==> config.mk <==
export PLATFORM = sky130hd
export DESIGN_NAME = software_timer_slot_table_core
export DESIGN_NICKNAME = d
export VERILOG_FILES = /design/src/hw/rtl/stst_pkg.sv /design/src/hw/rtl/software_timer_slot_table_core.sv /design/src/hw/rtl/stst_slot_store.sv
export SDC_FILE = /design/constraint.sdc
export NUM_CORES = 1
export LEC_CHECK = 0
export BUFFER_PORTS_ARGS = -buffer_cell sky130_fd_sc_hd__buf_2
export CAP_MARGIN = 10
export CORE_ASPECT_RATIO = 1.25
export CORE_MARGIN = 2
export CORE_UTILIZATION = 65
export DETAILED_ROUTE_END_ITERATION = 6
export PLACE_DENSITY = 0.84
export SYNTH_ARGS = -nofsm -noshare
export SYNTH_HDL_FRONTEND = slang
export SYNTH_SLANG_ARGS = --single-unit
==> constraint.sdc <==
create_clock -name clk -period 10.25 [get_ports clk]
set_input_delay 0.5125 -clock clk [delete_from_list [all_inputs] [get_ports clk]]
set_output_delay 0.5125 -clock clk [all_outputs]
set_load 0.03 [all_outputs]
==> src/hw/rtl/stst_pkg.sv <==
// Shared types and constants for the software timer slot table.
// Holds the sequencer states, result kinds, action codes and field widths.
// No dependencies.
`default_nettype none

package stst_pkg;

    localparam int SLOT_COUNT_DEF  = 8;
    localparam int OWNER_WIDTH_DEF = 16;

    localparam int OWNER_ID_W   = 16;
    localparam int COUNT_W      = 8;
    localparam int SLOT_INDEX_W = 3;
    localparam int KIND_W       = 2;

    localparam logic ACT_TICK = 1'b0;
    localparam logic ACT_ADD  = 1'b1;

    typedef enum logic [1:0] {
        ST_IDLE,
        ST_SCAN,
        ST_DONE
    } state_t;

    typedef enum logic [KIND_W-1:0] {
        KIND_ADDED    = 2'd0,
        KIND_REJECTED = 2'd1,
        KIND_FIRED    = 2'd2
    } kind_t;

endpackage

`default_nettype wire

==> src/hw/rtl/software_timer_slot_table_core.sv <==
// Top level of the software timer slot table: sequencer, busy bits, tick count.
// Depends on stst_pkg and stst_slot_store.
//
// Usage: an item is taken at a rising edge where start is high and busy is low.
// action selects a tick (count advances, expired slots fire) or an add (arm or
// re-arm the timer of owner_id to expire delay_ticks ticks from now).
// Results come out one beat at a time: result_valid is high for exactly one
// cycle per result, with kind, slot_index, fired_owner, now_count and last.
// The receiver cannot stall; every beat is taken in the cycle it is shown.
// An add gives exactly one result; a tick gives one result per expired slot,
// in ascending slot order, or none at all when nothing expires.
// Timing: every item walks the whole table one slot per cycle through the
// single read port of the slot store, so busy stays high through the scan and
// the done state. The next item is taken at the earliest at the edge that ends
// the first cycle with busy low, so a new item is never taken before the last
// one is through. The add result appears in the first cycle after busy falls.
// A fired result is held until the next firing slot is compared and shows in
// the cycle after; the final one appears in the first cycle after busy falls.
// Reset clears the tick count and all busy bits at once; no clearing pass.
`default_nettype none

module software_timer_slot_table_core
    import stst_pkg::*;
#(
    parameter int SLOT_COUNT  = SLOT_COUNT_DEF,
    parameter int OWNER_WIDTH = OWNER_WIDTH_DEF
)
(
    input  wire logic                    clk,
    input  wire logic                    rst_n,
    input  wire logic                    start,
    output logic                         busy,
    input  wire logic                    action,
    input  wire logic [OWNER_ID_W-1:0]   owner_id,
    input  wire logic [COUNT_W-1:0]      delay_ticks,
    output logic                         result_valid,
    output logic      [KIND_W-1:0]       kind,
    output logic      [SLOT_INDEX_W-1:0] slot_index,
    output logic      [OWNER_ID_W-1:0]   fired_owner,
    output logic      [COUNT_W-1:0]      now_count,
    output logic                         last
);

    localparam int IDX_W = (SLOT_COUNT > 1) ? $clog2(SLOT_COUNT) : 1;
    localparam logic [IDX_W-1:0] LAST_IDX = IDX_W'(SLOT_COUNT - 1);

    state_t                  state_reg, state_next;
    logic [COUNT_W-1:0]      tick_count_reg, tick_count_next;
    logic [SLOT_COUNT-1:0]   slot_busy_reg, slot_busy_next;

    logic                    action_reg, action_next;
    logic [OWNER_WIDTH-1:0]  req_owner_reg, req_owner_next;
    logic [COUNT_W-1:0]      req_delay_reg, req_delay_next;

    logic [IDX_W-1:0]        issue_idx_reg, issue_idx_next;
    logic                    issue_on_reg, issue_on_next;
    logic [IDX_W-1:0]        cmp_idx_reg, cmp_idx_next;
    logic                    cmp_on_reg, cmp_on_next;

    logic                    hit_found_reg, hit_found_next;
    logic [IDX_W-1:0]        hit_idx_reg, hit_idx_next;
    logic                    free_found_reg, free_found_next;
    logic [IDX_W-1:0]        free_idx_reg, free_idx_next;

    logic                    pend_valid_reg, pend_valid_next;
    logic [IDX_W-1:0]        pend_idx_reg, pend_idx_next;
    logic [OWNER_WIDTH-1:0]  pend_owner_reg, pend_owner_next;

    logic                    res_valid_reg, res_valid_next;
    kind_t                   res_kind_reg, res_kind_next;
    logic [IDX_W-1:0]        res_idx_reg, res_idx_next;
    logic [OWNER_WIDTH-1:0]  res_owner_reg, res_owner_next;
    logic [COUNT_W-1:0]      res_count_reg, res_count_next;
    logic                    res_last_reg, res_last_next;

    logic                    mem_we;
    logic [IDX_W-1:0]        mem_wr_idx;
    logic [COUNT_W-1:0]      mem_wr_expiry;
    logic [OWNER_WIDTH-1:0]  rd_owner;
    logic [COUNT_W-1:0]      rd_expiry;

    logic [OWNER_WIDTH+OWNER_ID_W-1:0]  owner_in_ext;
    logic [OWNER_WIDTH+OWNER_ID_W-1:0]  res_owner_ext;
    logic [IDX_W+SLOT_INDEX_W-1:0]      res_idx_ext;

    assign owner_in_ext  = {{OWNER_WIDTH{1'b0}}, owner_id};
    assign res_owner_ext = {{OWNER_ID_W{1'b0}}, res_owner_reg};
    assign res_idx_ext   = {{SLOT_INDEX_W{1'b0}}, res_idx_reg};

    stst_slot_store #(
        .SLOT_COUNT  (SLOT_COUNT),
        .OWNER_WIDTH (OWNER_WIDTH)
    ) u_store (
        .clk       (clk),
        .wr_en     (mem_we),
        .wr_idx    (mem_wr_idx),
        .wr_owner  (req_owner_reg),
        .wr_expiry (mem_wr_expiry),
        .rd_idx    (issue_idx_reg),
        .rd_owner  (rd_owner),
        .rd_expiry (rd_expiry)
    );

    always_ff @(posedge clk or negedge rst_n)
    begin
        if (!rst_n)
        begin
            state_reg      <= ST_IDLE;
            tick_count_reg <= '0;
            slot_busy_reg  <= '0;
            issue_on_reg   <= 1'b0;
            cmp_on_reg     <= 1'b0;
            pend_valid_reg <= 1'b0;
            res_valid_reg  <= 1'b0;
        end
        else
        begin
            state_reg      <= state_next;
            tick_count_reg <= tick_count_next;
            slot_busy_reg  <= slot_busy_next;
            issue_on_reg   <= issue_on_next;
            cmp_on_reg     <= cmp_on_next;
            pend_valid_reg <= pend_valid_next;
            res_valid_reg  <= res_valid_next;
        end
    end

    always_ff @(posedge clk)
    begin
        action_reg     <= action_next;
        req_owner_reg  <= req_owner_next;
        req_delay_reg  <= req_delay_next;
        issue_idx_reg  <= issue_idx_next;
        cmp_idx_reg    <= cmp_idx_next;
        hit_found_reg  <= hit_found_next;
        hit_idx_reg    <= hit_idx_next;
        free_found_reg <= free_found_next;
        free_idx_reg   <= free_idx_next;
        pend_idx_reg   <= pend_idx_next;
        pend_owner_reg <= pend_owner_next;
        res_kind_reg   <= res_kind_next;
        res_idx_reg    <= res_idx_next;
        res_owner_reg  <= res_owner_next;
        res_count_reg  <= res_count_next;
        res_last_reg   <= res_last_next;
    end

    always_comb
    begin
        state_next      = state_reg;
        tick_count_next = tick_count_reg;
        slot_busy_next  = slot_busy_reg;
        action_next     = action_reg;
        req_owner_next  = req_owner_reg;
        req_delay_next  = req_delay_reg;
        issue_idx_next  = issue_idx_reg;
        issue_on_next   = issue_on_reg;
        // The read issued this cycle is compared in the next one.
        cmp_idx_next    = issue_idx_reg;
        cmp_on_next     = (state_reg == ST_SCAN) && issue_on_reg;
        hit_found_next  = hit_found_reg;
        hit_idx_next    = hit_idx_reg;
        free_found_next = free_found_reg;
        free_idx_next   = free_idx_reg;
        pend_valid_next = pend_valid_reg;
        pend_idx_next   = pend_idx_reg;
        pend_owner_next = pend_owner_reg;
        res_valid_next  = 1'b0;
        res_kind_next   = res_kind_reg;
        res_idx_next    = res_idx_reg;
        res_owner_next  = res_owner_reg;
        res_count_next  = tick_count_reg;
        res_last_next   = res_last_reg;
        mem_we          = 1'b0;
        mem_wr_idx      = hit_idx_reg;
        mem_wr_expiry   = tick_count_reg + req_delay_reg;

        unique case (state_reg)
            ST_IDLE:
            begin
                if (start)
                begin
                    state_next      = ST_SCAN;
                    action_next     = action;
                    req_owner_next  = owner_in_ext[OWNER_WIDTH-1:0];
                    req_delay_next  = delay_ticks;
                    issue_idx_next  = '0;
                    issue_on_next   = 1'b1;
                    hit_found_next  = 1'b0;
                    free_found_next = 1'b0;
                    pend_valid_next = 1'b0;
                    if (action == ACT_TICK)
                    begin
                        tick_count_next = tick_count_reg + COUNT_W'(1);
                    end
                end
            end

            ST_SCAN:
            begin
                if (issue_on_reg)
                begin
                    if (issue_idx_reg == LAST_IDX)
                    begin
                        issue_on_next = 1'b0;
                    end
                    else
                    begin
                        issue_idx_next = issue_idx_reg + IDX_W'(1);
                    end
                end

                if (cmp_on_reg)
                begin
                    if (action_reg == ACT_ADD)
                    begin
                        if (slot_busy_reg[cmp_idx_reg] && rd_owner == req_owner_reg
                            && !hit_found_reg)
                        begin
                            hit_found_next = 1'b1;
                            hit_idx_next   = cmp_idx_reg;
                        end
                        if (!slot_busy_reg[cmp_idx_reg] && !free_found_reg)
                        begin
                            free_found_next = 1'b1;
                            free_idx_next   = cmp_idx_reg;
                        end
                    end
                    else if (slot_busy_reg[cmp_idx_reg] && rd_expiry == tick_count_reg)
                    begin
                        // Hold each firing slot back until the next one is found
                        // so the final one can carry last.
                        slot_busy_next[cmp_idx_reg] = 1'b0;
                        if (pend_valid_reg)
                        begin
                            res_valid_next = 1'b1;
                            res_kind_next  = KIND_FIRED;
                            res_idx_next   = pend_idx_reg;
                            res_owner_next = pend_owner_reg;
                            res_last_next  = 1'b0;
                        end
                        pend_valid_next = 1'b1;
                        pend_idx_next   = cmp_idx_reg;
                        pend_owner_next = rd_owner;
                    end

                    if (cmp_idx_reg == LAST_IDX)
                    begin
                        state_next = ST_DONE;
                    end
                end
            end

            ST_DONE:
            begin
                state_next = ST_IDLE;
                if (action_reg == ACT_ADD)
                begin
                    res_valid_next = 1'b1;
                    res_owner_next = req_owner_reg;
                    res_last_next  = 1'b1;
                    if (hit_found_reg || free_found_reg)
                    begin
                        mem_we     = 1'b1;
                        mem_wr_idx = hit_found_reg ? hit_idx_reg : free_idx_reg;
                        slot_busy_next[mem_wr_idx] = 1'b1;
                        res_kind_next = KIND_ADDED;
                        res_idx_next  = mem_wr_idx;
                    end
                    else
                    begin
                        res_kind_next = KIND_REJECTED;
                        res_idx_next  = '0;
                    end
                end
                else if (pend_valid_reg)
                begin
                    res_valid_next  = 1'b1;
                    res_kind_next   = KIND_FIRED;
                    res_idx_next    = pend_idx_reg;
                    res_owner_next  = pend_owner_reg;
                    res_last_next   = 1'b1;
                    pend_valid_next = 1'b0;
                end
            end

            default:
            begin
                state_next = ST_IDLE;
            end
        endcase
    end

    assign busy         = (state_reg != ST_IDLE);
    assign result_valid = res_valid_reg;
    assign kind         = res_kind_reg;
    assign slot_index   = res_idx_ext[SLOT_INDEX_W-1:0];
    assign fired_owner  = res_owner_ext[OWNER_ID_W-1:0];
    assign now_count    = res_count_reg;
    assign last         = res_last_reg;

    // An accepted item always makes the sequencer busy after the accepting edge.
    assert property (@(posedge clk) disable iff (!rst_n)
        start && !busy |=> busy)
    else $error("accepted item did not make the block busy");

    // Add outcomes are always the only beat of their item.
    assert property (@(posedge clk) disable iff (!rst_n)
        result_valid && (kind == KIND_ADDED || kind == KIND_REJECTED) |-> last)
    else $error("add result without last");

    // No fired beat may be left waiting once the sequencer is idle.
    assert property (@(posedge clk) disable iff (!rst_n)
        state_reg == ST_IDLE |-> !pend_valid_reg)
    else $error("pending fired result left behind");

    // A fired beat reports a slot that has just been freed.
    assert property (@(posedge clk) disable iff (!rst_n)
        res_valid_reg && res_kind_reg == KIND_FIRED |-> !slot_busy_reg[res_idx_reg])
    else $error("fired slot still marked busy");

endmodule

`default_nettype wire

==> src/hw/rtl/stst_slot_store.sv <==
// Owner and expiry storage for the timer slots: one write port and one
// registered read port. Depends on stst_pkg for the count width.
`default_nettype none

module stst_slot_store
    import stst_pkg::*;
#(
    parameter int SLOT_COUNT  = SLOT_COUNT_DEF,
    parameter int OWNER_WIDTH = OWNER_WIDTH_DEF,
    localparam int IDX_W      = (SLOT_COUNT > 1) ? $clog2(SLOT_COUNT) : 1
)
(
    input  wire logic                   clk,
    input  wire logic                   wr_en,
    input  wire logic [IDX_W-1:0]       wr_idx,
    input  wire logic [OWNER_WIDTH-1:0] wr_owner,
    input  wire logic [COUNT_W-1:0]     wr_expiry,
    input  wire logic [IDX_W-1:0]       rd_idx,
    output logic      [OWNER_WIDTH-1:0] rd_owner,
    output logic      [COUNT_W-1:0]     rd_expiry
);

    logic [OWNER_WIDTH-1:0] owner_mem  [SLOT_COUNT];
    logic [COUNT_W-1:0]     expiry_mem [SLOT_COUNT];
    logic [OWNER_WIDTH-1:0] rd_owner_reg;
    logic [COUNT_W-1:0]     rd_expiry_reg;

    always_ff @(posedge clk)
    begin
        if (wr_en)
        begin
            owner_mem[wr_idx]  <= wr_owner;
            expiry_mem[wr_idx] <= wr_expiry;
        end
        rd_owner_reg  <= owner_mem[rd_idx];
        rd_expiry_reg <= expiry_mem[rd_idx];
    end

    assign rd_owner  = rd_owner_reg;
    assign rd_expiry = rd_expiry_reg;

endmodule

`default_nettype wire
After elaboration in Yosys (flattened, before gate mapping)
Memories as Yosys holds them, arrays and structs flattened. A register that Yosys moved wholly into a read port is not among the register bits.
Cells that the tools add are included.

word-level totals
  bits in writable memories = 192
  register bits = 110
  input bits = 28
  memories kept = 2

operators by class
  add/sub/neg operators = 3
  multiplexer cells = 80
  magnitude comparators = 4
  reduce and logical (&&, ||, !) cells = 30
  equality and inequality tests = 21
  bitwise operators = 5

memory list
  name                words  width  rd ports  clocked after memory_dff  write ports  RTL line               text
  u_store.owner_mem   8      16     1         1                         1            stst_slot_store.sv:23  logic [OWNER_WIDTH-1:0] owner_mem [SLOT_COUNT];
  u_store.expiry_mem  8      8      1         1                         1            stst_slot_store.sv:24  logic [COUNT_W-1:0] expiry_mem [SLOT_COUNT];

operators with widths
  kind                                                         number
  two-way mux 16 bit                                           5
  two-way mux 8 bit                                            5
  two-way mux 3 bit                                            13
  two-way mux 1 bit                                            34
  one-hot mux 16 bit (2 select lines)                          1
  != test 2 bit (second input constant)                        10
  AND reduction 4 bit                                          5
  AND reduction 6 bit                                          3
  equality test 16 bit                                         1
  two-way mux 2 bit                                            8
  one-hot mux 8 bit (2 select lines)                           1
  one-hot mux 3 bit (2 select lines)                           2
  one-hot mux 1 bit (2 select lines)                           5
  AND reduction 5 bit                                          2
  adder 8 x 1 -> 8 bit (second input constant)                 1
  adder 8 bit                                                  1
  AND 8 bit                                                    1
  equality test 8 bit                                          1
  less-than comparator 3 x 4 -> 1 bit (second input constant)  2
  != test 2 x 1 -> 1 bit (second input constant)               4
  NOT 8 bit                                                    1
  OR 8 bit                                                     1
  one-hot mux 2 bit (2 select lines)                           2
  logical AND 1 bit                                            7
  17 further kinds                                             27

Depth between registers and ports, before layout
  depth in word-level cells = 10
  depth in mapped cells = 9
  gate-level depth less buffers = 9

Modules after synthesis
A second synthesis with hierarchy kept.

second synthesis, totals
  cells, all modules = 684
  area total of the unflattened synthesis = 12694.7 um^2

by module, submodules not included
  module                          instances  area each (um^2)  cells each
  stst_slot_store                 1          7810.0            314
  software_timer_slot_table_core  1          4884.7            370

Worst setup path after synthesis
OpenSTA, ideal clock, no wires.

  path kind = flip-flop to flip-flop
  start = register tick_count_reg[1] (netlist: res_count_next[1])
  end = register res_owner_reg[0] (netlist: fired_owner[0]), enable pin
  cell stages (with the launch flop) = 6
  data required time = 9.900 ns
  path buffers = 0
  arrival time = 3.062 ns
  setup slack = 6.838 ns
  clock period less this slack = 3.412 ns
  library setup time = 0.350 ns
  cells stage by stage = dfrtp_1 xor2_1 nor4_2 nand3_1 nor3_1 or2_2

between the ends
  cells in the longest elaborated chain, start to end = 4

RTL lines
  item                                     RTL line                               text
  start, declared                          software_timer_slot_table_core.sv:48   logic [COUNT_W-1:0] tick_count_reg, tick_count_next;
  start signal, assigned                   software_timer_slot_table_core.sv:119  tick_count_reg <= tick_count_next;
  equality test 8 bit                      software_timer_slot_table_core.sv:229  else if (slot_busy_reg[cmp_idx_reg] && rd_expiry == tick_count_reg)
  logical AND 1 bit                        software_timer_slot_table_core.sv:229
  != test 2 x 1 -> 1 bit (no source line)  --
  AND reduction 4 bit (no source line)     --
  end signal, assigned                     software_timer_slot_table_core.sv:143  res_owner_reg <= res_owner_next;
  end, declared                            software_timer_slot_table_core.sv:72   logic [OWNER_WIDTH-1:0] res_owner_reg, res_owner_next;

No other way between the ends.
A chain may end at the register's enable or synchronous reset.

Final worst setup path
  start = register state_reg[0]
  end = memory u_store.owner_mem[3][13] in the netlist's numbering, enable pin

between the ends
  cells in the longest elaborated chain, start to end = 4
  elaborated cells between the ends (all ways) = 5
  those cells by class = eq/ne (1); mux (4)

RTL lines
  item                                     RTL line                               text
  start, declared                          software_timer_slot_table_core.sv:47   state_t state_reg, state_next;
  start signal, assigned                   software_timer_slot_table_core.sv:118  state_reg <= state_next;
  equality test 2 bit *                    software_timer_slot_table_core.sv:178  unique case (state_reg)
  two-way mux 1 bit                        software_timer_slot_table_core.sv:178
  two-way mux 1 bit                        stst_slot_store.sv:30                  if (wr_en)
  two-way mux 1 bit (implied by the code)  stst_slot_store.sv:32                  owner_mem[wr_idx] <= wr_owner;
  end, declared                            stst_slot_store.sv:23

Mark *: on every way between the ends. The rest lies on a longest branch, timed or not.

==> impl_metrics.json <==
{
  "synth-main-ff-cell": "edfxtp_1",
  "place_ws_ns": 7.582,
  "ys_ff_latch": 326,
  "wl_per_cell_um": 24.10,
  "yosys.cell_count.top_type": "edfxtp_1",
  "cts.sink_count": 326,
  "overflow": 0,
  "clk_pin_slew_ns": 0.07,
  "cts_made_buffers": 29,
  "fillers": 1021,
  "busiest_layer": "met2",
  "drv_slew": 0,
  "use_met3_pct": 3.417,
  "use_met1_pct": 33.60,
  "powerDensity_nw_per_um2": 264.7,
  "route.detailed.drc": 0,
  "diodes": 0,
  "first_iter_violations": 798,
  "cts_resized": 0,
  "dieArea_um2": 20510,
  "yosys-top-cells-count": "269 x edfxtp_1, 48 x mux4_2, 35 x dfxtp_1",
  "htree_num_levels": 1,
  "hold_viol": 0,
  "root_buffer": "clkbuf_16",
  "slowest_stage": "buf_4",
  "yosysWarnings": 0,
  "clock_latency_ns": 0.54,
  "num_vias": 6520,
  "io_buffers": 59,
  "first_global_vias": 6729,
  "gr-usage-all-layers_pct": 24.55,
  "ys_seq_area_share_pct": 74.06,
  "synth_nets": 721,
  "hold_slack_ns": 0.1502,
  "arrival_ns": 2.93,
  "critPathMaxStageDelay_ns": 0.44,
  "slew_headroom_pct": 36.17,
  "synth_top_area_share_pct": 64.13,
  "async_flop_share_pct": 6.748,
  "grt_max_degree": 51,
  "synth.cell_area_um2": 12600,
  "leakagePower_nw": 4.850,
  "setup_slack_ns": 7.496,
  "grt_pass1_wl_um": 37950,
  "worstSetupPathType": "reg2reg",
  "worstPathRequired_ns": 10.42,
  "yosys.area.top_type": "edfxtp_1",
  "drive_gt1_share_pct": 28.30,
  "period_needed_ns": 2.754,
  "reg_top3": "u_store.owner_mem x128, u_store.expiry_mem x64",
  "clock_skew_ns": 0.01564,
  "yosysUniqueCellTypes": 57,
  "vias_per_cell": 6.436,
  "cts_tree": "done",
  "period_share_pct": 26.86,
  "dr.pass1.iters": 5,
  "ctsHoldBuffers": 1,
  "synth-edff-count": 269,
  "setup_viol": 0,
  "nNetsFinal": 803,
  "place.gp.congestion": 0.8814,
  "fp.coreArea_um2": 18920,
  "post_cts_buffers": 0,
  "clock_path_buffers": 3,
  "tightest_slew_ns": 0.9575,
  "num_rows": 56,
  "crit_path_frequent_cell": "buf_4",
  "p_total_mw": 3.746,
  "fmax_mhz": 363.2,
  "wl_um": 24410,
  "antenna_found_initial": 0,
  "syn_avg_cell_area_um2": 18.58,
  "area_growth_pct": 12.35,
  "synth_area_leaders": "edfxtp_1 64%, mux4_2 8.6%, dfxtp_1 5.6%",
  "tns_ns": 0,
  "initial_utilization_pct": 66.58,
  "die_h_um": 159.6,
  "grtUsageMet2_pct": 40.50,
  "ioPinCount": 60,
  "cap_violations": 0,
  "largest_reg_flops": 128,
  "rsz0062_at_grt": "no",
  "top_register": "u_store.owner_mem",
  "worstPathCellList": "inv_1, ha_1, and2_1, buf_4, nand2_1, nor2_2, buf_4",
  "hold_path.class": "in2reg",
  "end_kind": "register",
  "ant_nets": 0,
  "cp-start-kind": "register",
  "outcome": "finished, final reports clean",
  "path_max_fanout": 37,
  "syn_inst": 678,
  "dieWidth_um": 128.5,
  "ir_worst_vdd_mv": 0.1571,
  "hpwl_um": 14310
}
[final cells by class]
type | count | area (um2) | share of cell area (%)
inverter | 13 | 48.80 | 0.3448
clock inverter | 18 | 191.4 | 1.353
tap | 232 | 290.3 | 2.051
clock buffer | 34 | 754.5 | 5.332
timing repair buffer | 75 | 417.9 | 2.953
multi-input combinational | 315 | 3119 | 22.04
sequential | 326 | 9329 | 65.92
[cell usage in the layout, fill, tap and decap left out, drive strengths merged, types with 18 or more instances in the layout]
cell | Yosys | routed
edfxtp | 269 | 269
buf | 15 | 74
mux4 | 48 | 48
dfxtp | 35 | 35
clkbuf | 9 | 34
o21ai | 30 | 30
nand2 | 26 | 26
nor2 | 25 | 25
mux2 | 24 | 24
dfrtp | 22 | 22
mux2i | 21 | 21
xnor2 | 20 | 20
xor2 | 18 | 18
[through the flow]
step / instances / utilization (%) / cell area (um2)
after detailed placement: 960 / 69.75 / 13200
final: 1013 / 74.80 / 14150
after CTS: 1013 / 74.80 / 14150
after global routing: 1013 / 74.80 / 14150
after global placement: 960 / 69.75 / 13200
after floorplan: 678 / - / 12600
[cells by family after synthesis]
kind of cell,synth area share [%]
AOI/OAI and AO/OA,3.914
xor gates and xnor gates,2.642
adders and majority gates,1.550
buffers and inverters,1.371
DFF,74.06
muxes,12.40
and+or+nand+nor,4.063
[report_power, final]
| group | internal, mW | total [mW] | switching (mW) |
|---|---|---|---|
| combinational | 0.379 | 0.844 | 0.465 |
| clock | 0.625 | 1.08 | 0.451 |
| sequential | 1.68 | 1.83 | 0.144 |
[layer usage]
| layer | up-vias | share of wire [%] |
|---|---|---|
| met2 | 328 | 50 |
| li1 | 2814 | - |
| met5 | - | 0 |
| met4 | 0 | 3.8 |
| met3 | 76 | 6.5 |
| met1 | 3302 | 39 |
[path summary, 6_finish.rpt]
path	start	end	slack, ns	cells after the start
min	owner_id[7]	req_owner_reg[7]$_DFFE_PP_	0.15	1
min in group asynchronous	rst_n	slot_busy_reg[6]$_DFFE_PN0P_	0.48	2
max in group asynchronous	rst_n	res_count_next[3]$_DFFE_PN0P_	9.42	2
max	state_reg[0]$_DFFE_PN0P_	u_store.owner_mem[3][13]$_DFFE_PP_	7.50	7
min reg2reg	u_store.rd_owner[10]$_DFF_P_	pend_owner_reg[10]$_DFFE_PP_	0.46	0
max reg2reg	state_reg[0]$_DFFE_PN0P_	u_store.owner_mem[3][13]$_DFFE_PP_	7.50	7
[critical path, delay by kind of cell, from the launching register on]
kind	cells	cell delay (ns)
adders and majority gates	1	0.33
buffers and inverters	3	0.90
DFF	1	0.41
and+or+nand+nor	3	0.72
No activity file was read; power rests on OpenSTA's default activity.
